**config.mk**
```make
export PLATFORM = sky130hd
export DESIGN_NAME = wall_follow_steering_unit
export DESIGN_NICKNAME = d
export VERILOG_FILES = /design/src/rtl/wfs_pkg.sv /design/src/rtl/wfs_steer.sv /design/src/rtl/wall_follow_steering_unit.sv
export SDC_FILE = /design/constraint.sdc
export NUM_CORES = 1
export LEC_CHECK = 0
export BUFFER_PORTS_ARGS = -buffer_cell sky130_fd_sc_hd__buf_2
export CORE_ASPECT_RATIO = 1.5
export CORE_UTILIZATION = 34
export CTS_BUF_LIST = sky130_fd_sc_hd__clkbuf_16
export CTS_CLUSTER_DIAMETER = 80
export DETAILED_ROUTE_END_ITERATION = 8
export GPL_ROUTABILITY_DRIVEN = 0
export HOLD_SLACK_MARGIN = 0.05
export PLACE_DENSITY = 0.6
export SYNTH_ARGS = -nofsm -noshare
export SYNTH_HDL_FRONTEND = slang
export SYNTH_SLANG_ARGS = --single-unit
```
**constraint.sdc**
```tcl
create_clock -name clk_i -period 11.76 [get_ports clk_i]
set_clock_uncertainty 0.1 [all_clocks]
set_input_delay 2.352 -clock clk_i [delete_from_list [all_inputs] [get_ports clk_i]]
set_output_delay 2.352 -clock clk_i [all_outputs]
set_load 0.005 [all_outputs]
```
**src/rtl/wfs_pkg.sv**
```systemverilog
package wfs_pkg;

  localparam logic [7:0] NearGuessLimit = 8'd20;
  localparam logic [7:0] TooCloseLimit  = 8'd7;
  localparam logic [7:0] FarLimit       = 8'd60;
  localparam logic [7:0] InvalidError   = 8'd50;
  localparam logic [3:0] HardTurnSpeed  = 4'd15;
  localparam logic [3:0] CloseTurn      = 4'd8;
  localparam logic [3:0] FarGuessTurn   = 4'd10;
  localparam logic [2:0] CooldownReady  = 3'd4;

  localparam int unsigned PaddrWidth = 4;

  typedef enum logic [1:0] {
    REG_TARGET_DISTANCE = 2'd0,
    REG_FORWARD_SPEED   = 2'd1,
    REG_ERROR_TOLERANCE = 2'd2
  } reg_index_e;

  typedef struct packed {
    logic [7:0] target_distance;
    logic [7:0] forward_speed;
    logic [7:0] error_tolerance;
  } cfg_t;

  typedef struct packed {
    logic       wall_side;
    logic [7:0] distance;
    logic       reading_valid;
    logic       wall_change_active;
  } item_t;

  typedef struct packed {
    logic [7:0] left_speed;
    logic       left_reverse;
    logic [7:0] right_speed;
    logic       right_reverse;
    logic [7:0] distance_error;
  } result_t;

  function automatic logic [3:0] band_speed(input logic [7:0] err);
    logic [3:0] s;
    if (err <= 8'd7) s = 4'd2;
    else if (err <= 8'd10) s = 4'd3;
    else if (err <= 8'd15) s = 4'd5;
    else if (err <= 8'd20) s = 4'd6;
    else if (err <= 8'd30) s = 4'd8;
    else if (err <= 8'd35) s = 4'd9;
    else if (err <= 8'd40) s = 4'd10;
    else if (err <= 8'd50) s = 4'd11;
    else s = 4'd0;
    return s;
  endfunction

endpackage

```
**src/rtl/wfs_steer.sv**
```systemverilog
module wfs_steer (
  input  wfs_pkg::cfg_t    cfg_i,
  input  wfs_pkg::item_t   item_i,
  input  logic [2:0]       cooldown_i,
  output wfs_pkg::result_t result_o,
  output logic [2:0]       cooldown_next_o
);

  logic       above;
  logic [7:0] err;
  logic [3:0] turn;
  logic       back;
  logic       hard;
  logic [8:0] sum;
  logic [7:0] sum_sat;
  logic       diff_neg;
  logic [7:0] diff_mag;

  always_comb begin
    above = item_i.distance >= cfg_i.target_distance;
    turn  = 4'd0;
    back  = 1'b0;
    hard  = 1'b0;
    if (item_i.reading_valid) begin
      err = above ? item_i.distance - cfg_i.target_distance
                  : cfg_i.target_distance - item_i.distance;
      if (err > cfg_i.error_tolerance) begin
        back = item_i.wall_side ? above : !above;
        turn = wfs_pkg::band_speed(err);
      end
    end else begin
      err = wfs_pkg::InvalidError;
      if (item_i.distance < wfs_pkg::NearGuessLimit) begin
        turn = wfs_pkg::CloseTurn;
        back = !item_i.wall_side;
      end else if (item_i.distance > wfs_pkg::NearGuessLimit) begin
        turn = wfs_pkg::FarGuessTurn;
        back = item_i.wall_side;
      end
    end

    if (item_i.distance < wfs_pkg::TooCloseLimit) begin
      turn = wfs_pkg::CloseTurn;
      back = !item_i.wall_side;
    end else if (item_i.distance > wfs_pkg::FarLimit && item_i.wall_change_active &&
                 cooldown_i == wfs_pkg::CooldownReady) begin
      hard = 1'b1;
      turn = wfs_pkg::HardTurnSpeed;
      back = !item_i.wall_side;
    end

    if (hard) begin
      cooldown_next_o = 3'd1;
    end else if (cooldown_i < wfs_pkg::CooldownReady) begin
      cooldown_next_o = cooldown_i + 3'd1;
    end else begin
      cooldown_next_o = cooldown_i;
    end

    sum      = {1'b0, cfg_i.forward_speed} + {5'd0, turn};
    sum_sat  = sum[8] ? 8'hFF : sum[7:0];
    diff_neg = cfg_i.forward_speed < {4'd0, turn};
    diff_mag = diff_neg ? {4'd0, turn} - cfg_i.forward_speed
                        : cfg_i.forward_speed - {4'd0, turn};

    if (back) begin
      result_o.left_speed    = sum_sat;
      result_o.left_reverse  = 1'b0;
      result_o.right_speed   = diff_mag;
      result_o.right_reverse = diff_neg;
    end else begin
      result_o.left_speed    = diff_mag;
      result_o.left_reverse  = diff_neg;
      result_o.right_speed   = sum_sat;
      result_o.right_reverse = 1'b0;
    end
    result_o.distance_error = err;
  end

endmodule

```
**src/rtl/wall_follow_steering_unit.sv**
```systemverilog
// Wall-following steering for a two-motor robot.
// Input channel: one beat carries one distance reading with its side,
// validity and wall-change flags (in_valid_i / in_stall_o).
// Output channel: one beat carries left and right speed magnitudes, their
// reverse flags and the distance error (out_valid_o / out_stall_i).
// Target distance, forward speed and error tolerance are set through the
// APB port and should only be written while no beat is in flight.
// A beat is captured in an input register, steered by combinational logic,
// and held in the result register, from which it leaves while out_valid_o is
// high and out_stall_i is low; one beat can be accepted every cycle while
// the receiver does not stall.
// The hard-turn cooldown advances when a beat moves into the result
// register. When the receiver stalls, the result holds, the input register
// fills, and in_stall_o rises only once both registers are occupied.
// Reset empties both registers, clears the configuration registers to zero
// and sets the cooldown to its ready value.
module wall_follow_steering_unit (
  input  logic                           clk_i,
  input  logic                           rst_ni,
  input  logic                           in_valid_i,
  output logic                           in_stall_o,
  input  logic                           wall_side_i,
  input  logic [7:0]                     distance_i,
  input  logic                           reading_valid_i,
  input  logic                           wall_change_active_i,
  output logic                           out_valid_o,
  input  logic                           out_stall_i,
  output logic [7:0]                     left_speed_o,
  output logic                           left_reverse_o,
  output logic [7:0]                     right_speed_o,
  output logic                           right_reverse_o,
  output logic [7:0]                     distance_error_o,
  input  logic                           psel,
  input  logic                           penable,
  input  logic                           pwrite,
  input  logic [wfs_pkg::PaddrWidth-1:0] paddr,
  input  logic [31:0]                    pwdata,
  output logic [31:0]                    prdata,
  output logic                           pready
);

  wfs_pkg::cfg_t    cfg_q;
  wfs_pkg::item_t   item_q;
  logic             item_valid_q;
  wfs_pkg::result_t result_q;
  wfs_pkg::result_t result_d;
  logic             out_valid_q;
  logic [2:0]       cooldown_q;
  logic [2:0]       cooldown_d;
  logic             advance;
  logic             in_accept;
  logic             cfg_write;
  wfs_pkg::reg_index_e reg_sel;

  assign pready    = 1'b1;
  assign reg_sel   = wfs_pkg::reg_index_e'(paddr[3:2]);
  assign cfg_write = psel && penable && pwrite && pready;

  always_comb begin
    case (reg_sel)
      wfs_pkg::REG_TARGET_DISTANCE: prdata = {24'd0, cfg_q.target_distance};
      wfs_pkg::REG_FORWARD_SPEED:   prdata = {24'd0, cfg_q.forward_speed};
      wfs_pkg::REG_ERROR_TOLERANCE: prdata = {24'd0, cfg_q.error_tolerance};
      default:                      prdata = 32'd0;
    endcase
  end

  always_ff @(posedge clk_i or negedge rst_ni) begin
    if (!rst_ni) begin
      cfg_q <= '0;
    end else if (cfg_write) begin
      case (reg_sel)
        wfs_pkg::REG_TARGET_DISTANCE: cfg_q.target_distance <= pwdata[7:0];
        wfs_pkg::REG_FORWARD_SPEED:   cfg_q.forward_speed   <= pwdata[7:0];
        wfs_pkg::REG_ERROR_TOLERANCE: cfg_q.error_tolerance <= pwdata[7:0];
        default: ;
      endcase
    end
  end

  assign advance    = !out_valid_q || !out_stall_i;
  assign in_stall_o = item_valid_q && !advance;
  assign in_accept  = in_valid_i && !in_stall_o;

  wfs_steer u_steer (
    .cfg_i           (cfg_q),
    .item_i          (item_q),
    .cooldown_i      (cooldown_q),
    .result_o        (result_d),
    .cooldown_next_o (cooldown_d)
  );

  always_ff @(posedge clk_i or negedge rst_ni) begin
    if (!rst_ni) begin
      item_valid_q <= 1'b0;
      out_valid_q  <= 1'b0;
      cooldown_q   <= wfs_pkg::CooldownReady;
    end else begin
      if (advance) begin
        out_valid_q <= item_valid_q;
        if (item_valid_q) begin
          cooldown_q <= cooldown_d;
        end
      end
      if (!item_valid_q || advance) begin
        item_valid_q <= in_accept;
      end
    end
  end

  always_ff @(posedge clk_i) begin
    if (in_accept) begin
      item_q.wall_side          <= wall_side_i;
      item_q.distance           <= distance_i;
      item_q.reading_valid      <= reading_valid_i;
      item_q.wall_change_active <= wall_change_active_i;
    end
    if (advance && item_valid_q) begin
      result_q <= result_d;
    end
  end

  assign out_valid_o      = out_valid_q;
  assign left_speed_o     = result_q.left_speed;
  assign left_reverse_o   = result_q.left_reverse;
  assign right_speed_o    = result_q.right_speed;
  assign right_reverse_o  = result_q.right_reverse;
  assign distance_error_o = result_q.distance_error;

endmodule

```
* Yosys cells after proc, flatten, opt, wreduce, memory -nomap -nowiden
Index checks and enable logic that the tools add are counted.
** Cells by class
- Add/subtract/negate cells :: 6
- Magnitude comparators :: 16
- Equality and inequality tests :: 3
- Multiplexer cells :: 30
- Reduce and logical (&&, ||, !) cells :: 22
** Operator list (count)
- $mux 4 :: 14
- $le 8x6->1 const B :: 3
- $mux 8 :: 3
- $pmux 8 s3 :: 1
- $mux 18 :: 1
- $le 8x4->1 const B :: 2
- $le 8x5->1 const B :: 2
- $sub 8x8->8 :: 2
- $add 8x4->9 :: 1
- $mux 1 :: 9
- $ge 8x8->1 :: 1
- $gt 8x5->1 const B :: 1
- $gt 8x6->1 const B :: 1
- $gt 8x8->1 :: 1
- $le 8x3->1 const B :: 1
- $lt 8x3->1 const B :: 1
- $lt 8x4->1 :: 1
- $lt 8x5->1 const B :: 1
- $sub 4x8->8 :: 1
- $sub 8x4->8 :: 1
- $logic_and 1x1->1 :: 7
- $logic_not 1->1 :: 7
- $mux 3 :: 2
- $reduce_and 2->1 :: 3
- other kinds (9) :: 10
** Word-level totals
- Bits in registers :: 66
- Input bits :: 54
- Output and inout bits :: 61
- Word-level logic and storage cells :: 92

* Longest topological paths before layout
- Depth after elaboration :: 18
- Gate-level depth with buffers :: 33
- Depth with buffers taken out :: 33

* Cells and area by module
A second synthesis with hierarchy kept.
** Unflattened totals
- Cell total of the unflattened synthesis :: 557
- Area, all modules :: 5489.0 um2
** Modules (own cells, without submodules)
- wfs_steer :: instances 1, cells each 398, area an instance 2847.7 um2, seq. area each 0.0 um2
- wall_follow_steering_unit :: instances 1, cells each 159, area an instance 2641.3 um2, seq. area each 1838.0 um2

* Least setup slack after synthesis
OpenSTA, ideal clock, no wires.
- Path type :: reg-to-reg
- From :: reg item_q[2] (netlist name)
- To :: reg result_q (netlist bit right_speed_o[5]), data pin
- Setup time :: 0.255 ns
- Arrival time :: 6.110 ns
- Data required time :: 11.405 ns
- Path slack :: 5.295 ns
- Stages on the path, launching flop included :: 32
- Path buffers :: 3
- Period minus slack after synthesis :: 6.465 ns
- Cell sequence :: edfxtp_1 inv_1 ha_1 inv_1 fa_1 nand3_2 a31o_1 buf_2 nand4_1 o311ai_1 clkbuf_1 inv_1 ha_1 nand4_1 nor2_1 a21oi_1 a311o_1 nor4_4 nand2_1 a211oi_1 nor3_1 or2_2 fa_1 a21oi_1 o21bai_1 or3_1 or3_1 clkbuf_1 a31oi_1 o21ai_1 a211o_1 and3_1
** RTL lines
- start: declaration :: line wall_follow_steering_unit.sv:43 : wfs_pkg::item_t item_q;
- end signal: assignment :: line wall_follow_steering_unit.sv:119 : result_q <= result_d;
- end: declaration :: line wall_follow_steering_unit.sv:45 : wfs_pkg::result_t result_q;

==> run_results.csv <==
group,metric,value,unit
sta,drv_slew,0,
sta,layout_setup_ws,3.845,ns
power,p_per_area,214.1,nW/um2
sta,fin_hold_ws,0.3909,ns
clocking,cts_inserted_buffers,9,
power,p_clk_share,18.5,%
floorplan,die_h,154.3,um
grt,grt_overflow,0,
power,internal_power,722.2,uW
route,drt_iter0_drc,227,
logic_synthesis,yosys-top-cells-area,"edfxtp_1, dfrtp_1, ha_1",
logic_synthesis,synth_cell_types,88,
run_status,outcome,"complete, no violations",
logic_synthesis,yosysTopAreaCellShare,21.12,%
clocking,postCtsResizedCells,0,
placement,place_ws,3.964,ns
logic_synthesis,ys.flop_type,"edfxtp_1",
grt,busiest_layer,"met2",
grt,grt_pass1_wl,22500,um
floorplan,die_width,103.6,um
grt,gr-usage-met2,35.95,%
setup_path,critPathKind,"reg -> reg",
power,ir_worst_vdd,0.00008484,V
logic_synthesis,synth.avg_cell_area,9.116,um2
floorplan,core_area,15070,um2
grt,grt_pass1_vias,4406,
grt,track_usage,18.02,%
clocking,cts.sinks,66,
logic_synthesis,netlist_area,5260,um2
grt,grt_max_degree,30,
power,p_sw,541.5,uW
logic_synthesis,synth_edf_count,37,
logic_synthesis,ys_seq_area_share,34.94,%
sta,period_needed,7.915,ns
sta,worst_pin_slew,1.132,ns
min_path,min_path_type,"reg -> reg",
clocking,cts_tree,"built",
sta,post-route-period-util,67.30,%
finish,antenna_cells,0,
route,wl_per_cell,17.09,um
route,drc,0,
setup_path,r2r_slack,3.85,ns
clocking,cts_buffer_depth,2,
floorplan,dieArea,15980,um2
grt,antenna_found_initial,0,
logic_synthesis,synth_largest_area_cell,"edfxtp_1",
setup_path,worstPathArrival,7.89,ns
finish,syn_to_final_growth,12.23,%
clocking,cts_setup_buffers,0,
power,switching_share,42.85,%
clocking,htree_levels,3,
sta,hold_viol_final,0,
setup_path,cp-end-kind,"flip-flop",
sta,final.setup.tns,0,ns
power,seq_power_share,28.6,%
clocking,clockRootBuffer,"clkbuf_16",
setup_path,crit_top_cell,"a21oi_1",
setup_path,crit_fanout,14,
floorplan,start_util,34.90,%
setup_path,worst_ep_required_time,11.73,ns
logic_synthesis,yosys_warnings,0,
sta,max-slew-margin-rel,24.42,%
logic_synthesis,async_reset_ff_share,43.94,%
grt,met3_usage,2.233,%
sta,fmax,126.3,MHz
route,first_pass_iters,5,
route,ant_nets,0,
placement,dp.final_hpwl,11410,um
sta,rsz0062_at_grt,"false",
setup_path,startpoint_type,"flip-flop",
grt,grt_util_met1,17.41,%
logic_synthesis,synth_seq_cells,66,
route,totalWireLength,14290,um
setup_path,crit_slowest_cell,"nor3_1",
clocking,hold_buffers,0,
setup_path,max_stage_delay,0.72,ns
clocking,clk_pin_slew,0.05,ns
run,drv_cap,0,
sta,setup_viol,0,
floorplan,io_pins,115,
route,viasPerCell,5.328,
finish,drive_gt1_share,17.74,%
clocking,clkLatencyLatePin,0.33,ns
floorplan,rows,55,
power,leakage,2.604,nW
route,vias,4454,
placement,io_buffers,63,
finish,finalNetCount,726,
power,combPwrFrac,52.9,%
logic_synthesis,syn-instance-count,577,
routing by layer:
metal / vias up / routed length, um / share of wire [%]
met5: - / 0 / 0
met4: 0 / 643 / 4.5
met3: 34 / 568 / 4.0
met2: 163 / 8086 / 57
met1: 2122 / 4988 / 35
li1: 2135 / - / -
final timing paths:
path | cells after the start | from | endpoint
max in group asynchronous | 1 | rst_ni | cfg_q[4]
max reg2reg | 25 | item_q[8] | right_speed_o[2]
min reg2reg | 1 | item_valid_q | out_valid_o
min in group asynchronous | 1 | rst_ni | out_valid_o
min | 1 | item_valid_q | out_valid_o
max | 25 | item_q[8] | right_speed_o[2]
critical path, delay by kind of cell (launching register included):
kind            cells  cell delay (ns)
compound gates      8             1.91
flops               1             0.52
simple gates       10             2.88
xor+xnor            1             0.11
fa+ha+maj           3             1.45
mux                 2             0.57
buf+inv             1             0.10
power groups by stage:
stage / combinational [mW] / sequential, mW / clock (mW)
2_1_floorplan: 0.502 / 0.353 / 0
3_3_place_gp: 0.640 / 0.363 / 0
3_5_place_dp: 0.662 / 0.366 / 0
4_1_cts: 0.665 / 0.361 / 0.237
5_1_grt: 0.737 / 0.368 / 0.247
6_report: 0.669 / 0.362 / 0.233
layout make-up:
cell class	instances	area, um2
clock buffers	9	225.2
well taps	199	249.0
inverters	51	191.4
multi-input cells	438	3032
clock inverters	7	30.03
flip-flops and latches	66	1838
fillers	1457	9168
repair buffers	66	337.8
placed cells by master (no fill, tap or decap), types with 4 or more instances in the layout:
master | Yosys | final
a211oi_1 | 4 | 4
a21o_1 | 6 | 6
a21oi_1 | 22 | 22
a31oi_1 | 5 | 5
and2_1 | 9 | 9
and3_1 | 7 | 7
buf_2 | 3 | 63
clkbuf_16 | 0 | 9
clkinv_1 | 1 | 5
conb_1 | 2 | 25
dfrtp_1 | 28 | 28
edfxtp_1 | 37 | 37
fa_1 | 5 | 5
ha_1 | 35 | 35
inv_1 | 49 | 51
mux2_2 | 10 | 10
mux2i_1 | 22 | 22
nand2_1 | 55 | 55
nand2b_1 | 6 | 6
nand3_1 | 14 | 14
nand4_1 | 6 | 6
nor2_1 | 46 | 46
nor2b_1 | 4 | 4
nor3_1 | 10 | 10
nor4_1 | 4 | 4
o2111ai_1 | 5 | 5
o21ai_0 | 44 | 44
o31a_1 | 4 | 4
or3_1 | 5 | 5
xnor2_1 | 7 | 7
Yosys cell counts, types with 10 or more instances:
cell type,count
mux2i_1,22
ha_1,35
nand2_1,55
nand3_1,14
nor2_1,46
nor3_1,10
clkbuf_1,11
o21ai_0,44
dfrtp_1,28
buf_4,26
inv_1,49
a21oi_1,22
mux2_2,10
edfxtp_1,37
sequential cells by signal (all words and copies together), names as in the netlist:
| register | cells |
|---|---|
| left_speed_o | 8 |
| distance_error_o | 8 |
| out_valid_o | 1 |
| item_valid_q | 1 |
| left_reverse_o | 1 |
| right_reverse_o | 1 |
| right_speed_o | 8 |
| item_q | 11 |
| cfg_q | 24 |
| cooldown_q | 3 |
per-stage QoR:
stage	power, mW	util [%]	area, um2	cells
global placement	1.004	37.48	5648	820
finish	1.264	39.17	5903	836
detailed placement	1.028	37.48	5648	820
floorplan	0.8551	-	5346	600
global route	1.353	39.17	5903	836
CTS	1.264	39.17	5903	836
logic make-up after synthesis:
logic type               after synthesis  share of synthesized area [%]
buffers and inverters                 96                          9.063
other                                  2                         0.1428
AO/OA/AOI/OAI                        143                          19.43
multiplexers                          32                          6.327
AND/OR/NAND/NOR                      189                          18.36
adder cells (fa/ha/maj)               40                          10.23
flip-flops                            66                          34.94
XOR/XNOR                               9                          1.499
Note: power is estimated with default switching activity, not from simulation.
